--- config.mk ---
export PLATFORM = sky130hd
export DESIGN_NAME = kta_front
export DESIGN_NICKNAME = d
export VERILOG_FILES = /design/src/rtl/kta_pkg.sv /design/src/rtl/kta_front.sv
export SDC_FILE = /design/constraint.sdc
export NUM_CORES = 1
export LEC_CHECK = 0
export BUFFER_PORTS_ARGS = -buffer_cell sky130_fd_sc_hd__buf_2
export CAP_MARGIN = 30
export CORE_MARGIN = 5
export CORE_UTILIZATION = 45
export DETAILED_ROUTE_END_ITERATION = 7
export PLACE_DENSITY = 0.68
export SLEW_MARGIN = 20
export SYNTH_ARGS = -nofsm -noshare
export SYNTH_HDL_FRONTEND = slang
export SYNTH_SLANG_ARGS = --single-unit
--- constraint.sdc ---
create_clock -name clk -period 7.7 [get_ports clk]
set_input_delay 0 -clock clk [delete_from_list [all_inputs] [get_ports clk]]
set_output_delay 0 -clock clk [all_outputs]
set_load 0.005 [all_outputs]
--- src/rtl/kta_pkg.sv ---
// shared types, widths and codes of the keyed traffic accumulator table
package kta_pkg;

    localparam int SLOTS_DEF   = 16;
    localparam int BUCKETS_DEF = 256;
    localparam int WAYS_DEF    = 4;

    localparam int KEY_W  = 32;
    localparam int TRAF_W = 32;
    localparam int TOT_W  = 64;
    localparam int IDX_W  = 14;
    localparam int CMD_W  = 2;
    localparam int STAT_W = 2;
    localparam int BC_W   = 9;

    localparam logic [BC_W-1:0] BC_RESET = 9'd256;

    localparam int IN_DATA_W  = 112;
    localparam int OUT_DATA_W = 128;

    localparam int REM_DIVIDEND_W = 32;
    localparam int REM_BITS       = 4;
    localparam int REM_STEPS      = REM_DIVIDEND_W / REM_BITS;
    localparam int REM_CNT_W      = $clog2(REM_STEPS);

    typedef enum logic [CMD_W-1:0] {
        CMD_ACC   = 2'd0,
        CMD_READ  = 2'd1,
        CMD_CLEAR = 2'd2,
        CMD_NOP   = 2'd3
    } cmd_t;

    typedef enum logic [STAT_W-1:0] {
        ST_OK       = 2'd0,
        ST_BIZ_FULL = 2'd1,
        ST_BKT_FULL = 2'd2,
        ST_EMPTY    = 2'd3
    } status_t;

    typedef struct packed {
        cmd_t              cmd;
        logic [KEY_W-1:0]  biz;
        logic [KEY_W-1:0]  usr;
        logic [TRAF_W-1:0] traffic;
        logic [IDX_W-1:0]  idx;
    } req_t;

    typedef struct packed {
        logic busy;
        logic done;
    } rem_stat_t;

endpackage

--- src/rtl/kta_front.sv ---
// front end: request intake, command classification and two-entry request queue
module kta_front
(
    input  logic                          clk,
    input  logic                          rst_n,
    input  logic                          s_tvalid,
    output logic                          s_tready,
    input  logic [kta_pkg::IN_DATA_W-1:0] s_tdata,  // biz key, user_id, traffic, entry_index
    input  logic [kta_pkg::CMD_W-1:0]     s_tuser,  // cmd
    input  logic                          pop,
    output logic                          q_valid,
    output kta_pkg::req_t                 q_req
);
    import kta_pkg::*;

    req_t       fifo_reg [2];
    logic       wr_ptr_reg;
    logic       rd_ptr_reg;
    logic [1:0] count_reg;
    logic       push;
    logic       do_pop;
    req_t       in_req;

    always_comb
    begin
        in_req.cmd     = cmd_t'(s_tuser);
        in_req.biz     = s_tdata[31:0];
        in_req.usr     = s_tdata[63:32];
        in_req.traffic = s_tdata[95:64];
        in_req.idx     = s_tdata[109:96];
    end

    assign s_tready = (count_reg != 2'd2);
    assign push     = s_tvalid && s_tready;
    assign q_valid  = (count_reg != 2'd0);
    assign do_pop   = pop && q_valid;
    assign q_req    = fifo_reg[rd_ptr_reg];

    always_ff @(posedge clk)
    begin
        if (push)
        begin
            fifo_reg[wr_ptr_reg] <= in_req;
        end
    end

    always_ff @(posedge clk or negedge rst_n)
    begin
        if (!rst_n)
        begin
            wr_ptr_reg <= 1'b0;
            rd_ptr_reg <= 1'b0;
            count_reg  <= 2'd0;
        end
        else
        begin
            if (push)
            begin
                wr_ptr_reg <= ~wr_ptr_reg;
            end
            if (do_pop)
            begin
                rd_ptr_reg <= ~rd_ptr_reg;
            end
            count_reg <= count_reg + {1'b0, push} - {1'b0, do_pop};
        end
    end

    a_count_range: assert property (@(posedge clk) disable iff (!rst_n)
        count_reg != 2'd3)
        else $error("request queue count out of range");

    a_full_no_push: assert property (@(posedge clk) disable iff (!rst_n)
        (count_reg == 2'd2 && !do_pop) |=> count_reg == 2'd2)
        else $error("full request queue lost an entry");

    a_pop_nonempty: assert property (@(posedge clk) disable iff (!rst_n)
        (count_reg == 2'd1 && do_pop && !push) |=> count_reg == 2'd0)
        else $error("request queue count slipped");

endmodule

==> qor.yml <==
status: "complete, no violations"
initial_core_util: 0.4583
reg2reg_to: "fifo_reg[1][107]"
reg2reg_slack_ns: 5.26
num_rows: 50
cts_resized: 0
cts_inserted_buffers: 24
synth.top_cells.by_area: "edfxtp_1 (78%), mux2_4 (12%), mux2_2 (5.5%), dfrtp_1 (1.2%), buf_6 (1.1%)"
tns_ns: 0
coreArea_mm2: 0.01871
worst_pin_slew_ns: 0.8897
ff_latch_area_mm2: 0.006830
maxCapViolCount: 0
ys_types: 17
place.gp.congestion: 0.6924
rsz0062_at_grt: "false"
fin_nets: 850
die_h_um: 148.0
clkTransAtPathRegs_ns: 0.06
period_share: 0.3382
combPwrFrac: 0.298
power_leakage_nw: 4.710
ioPinCount: 232
layout_min_cycle_time_ns: 2.604
ff2ff_path_depth: 3
clkPwrFrac: 0.261
synth_warnings: 0
nFillCells: 1317
drt_pre_antenna_iters: 4
yosys.area.top_type: "edfxtp_1"
startpoint_type: "flip-flop"
synth_top_cell_area_share: 0.7847
fmax_mhz: 384.0
vias_per_cell: 4.756
seq_area_frac_synth: 0.7964
path_class: "flip-flop to primary output"
internal-power_w: 0.002995
critPathBufInv: 2
p_sw_w: 0.001098
area_growth_pct: 38.90
die_w_um: 148.0
dp.cells: 821
post_cts_buffers: 0
max-slew-margin-rel: 0.4068
antennaDiodeCount: 0
cts.sinks: 228
seqPwrFrac: 0.441
drtIter0Drc: 171
critPathMaxStageDelay_ns: 0.76
syn_area_mm2: 0.008572
synth-edff-count: 224
p_per_area_mw_per_mm2: 343.8
cp_max_fo: 45
cp.required_ns: 7.70
path_delay_family: "buffers and inverters"
syn_nets: 486
stdcell_count: 982
path_cells: "buf_4 -> mux2_2 -> buf_2"
met2_usage: 0.2877
cts_tree: "built"
die_area_mm2: 0.02191
cts_max_path_buffers: 3
cp_num_cells: 3
port_buffers: 229
worstReg2RegStart: "count_reg[1]"
finalSetupViolCount: 0
crit_path_end_kind: "primary output"
grt_overflow: 0
crit_start: "rd_ptr_reg"
grtUsageMet3: 0.04077
grt_usage: 0.1553
route.detailed.wl_per_inst_um: 17.90
cts-root-buf: "clkbuf_16"
hp-class: "input port to flip-flop"
largest_reg_flops: 224
slowest_stage: "dfrtp_4"
wirelength_mm: 17.58
synth_ff_type: "edfxtp_1"
post-dp-hpwl_mm: 10.98
antenna_found_initial: 0
fin_skew_ns: 0.009524
grt_max_degree: 72
postCtsHoldBufs: 116
ys_ff_latch: 228
slew_violations: 0
arrival_ns: 2.60
synth_area_per_cell_um2: 23.42
drive_gt1_frac: 0.5160
sw_frac_of_total: 0.2683
hold_slack_ns: 0.2191
endpoint: "q_req[0]"
insertion_delay_ns: 0.50
grt.busiest_layer: "met2"
grt_pass1_vias: 5274
ant_nets: 0
cts_max_level: 1
multi_input_area_mm2: 0.001629
grt_pass1_wl_mm: 27.21
synth_cells: 366
drc: 0
use_met1: 0.1802
postSynth.asyncResetShare: 0.01754
peakVddDrop_mv: 0.2345
vias: 4670
hold_viol: 0
## synth_stat cells (2+ instances only)
cell      count
buf_2         4
buf_6         8
dfrtp_1       4
edfxtp_1    224
ha_1          2
mux2_2       42
mux2_4       70
xnor2_1       3
## worst reg2reg max path, cell delays in order, from the launching register on
cell	delay, ns
dfrtp_1	0.40
nand2b_1	0.13
and3_4	0.65
buf_4	0.83
## logic make-up after synthesis
kind of cell             after synthesis  synth area share
adder cells (fa/ha/maj)                2          0.002919
flip-flops                           228            0.7964
multiplexers                         112            0.1778
XOR/XNOR                               4          0.004088
buffers and inverters                 14           0.01503
AND/OR/NAND/NOR                        6          0.003796
## cells in the final DEF, fill, tap and decap left out, types with 2 or more instances in the layout
cell / n
dlygate4sd3_1: 116
clkbuf_16: 25
edfxtp_1: 224
ha_1: 2
buf_4: 3
dfrtp_1: 3
buf_16: 2
clkinv_2: 6
clkinvlp_4: 2
buf_2: 229
mux2_4: 70
clkinv_1: 6
clkbuf_1: 3
xnor2_1: 3
mux2_2: 42
## power groups by stage
stage	sequential [W]	combinational, W	clock (W)
4_1_cts	0.00181	0.00123	0.00110
6_report	0.00180	0.00122	0.00107
2_1_floorplan	0.00181	0.000789	0
3_5_place_dp	0.00184	0.00117	0
3_3_place_gp	0.00186	0.00109	0
5_1_grt	0.00183	0.00131	0.00115
## stage by stage
step           total power, W  area [um^2]  setup WS, ns    util
2_1_floorplan        0.002599         8572         1.844       -
3_3_place_gp         0.002953         9925         4.769  0.5306
3_5_place_dp         0.003010         9972         5.227  0.5331
4_1_cts              0.004136        11880         5.065  0.6351
5_1_grt              0.004294        11910         5.000  0.6365
6_report             0.004093        11910         5.096  0.6365
## metal layers
| metal | up-vias | part of all wire |
|---|---|---|
| li1 | 2194 | - |
| met1 | 2287 | 0.39 |
| met2 | 170 | 0.52 |
| met3 | 19 | 0.075 |
| met4 | 0 | 0.013 |
| met5 | - | 0 |
## worst min path at each step
stage | endpoint | from | slack (ns) | cells past startpoint
after global routing | fifo_reg[0][65] | s_tdata[51] | 0.20 | 2
after floorplan | count_reg[0] | rst_n | -0.30 | 0
after global placement | wr_ptr_reg | rst_n | -0.20 | 1
final | fifo_reg[0][78] | s_tdata[0] | 0.22 | 2
after CTS | fifo_reg[1][27] | s_tdata[77] | 0.19 | 2
after detailed placement | wr_ptr_reg | rst_n | -0.19 | 1
## cell type report
cell class | count | share of cell area
multi-input combinational | 124 | 0.1368
sequential | 228 | 0.5737
clock inverter | 16 | 0.009142
timing repair buffer | 351 | 0.2020
inverter | 1 | 0.0003153
clock buffer | 28 | 0.05349
tap | 234 | 0.02459
(Power assumes the default switching activity.)
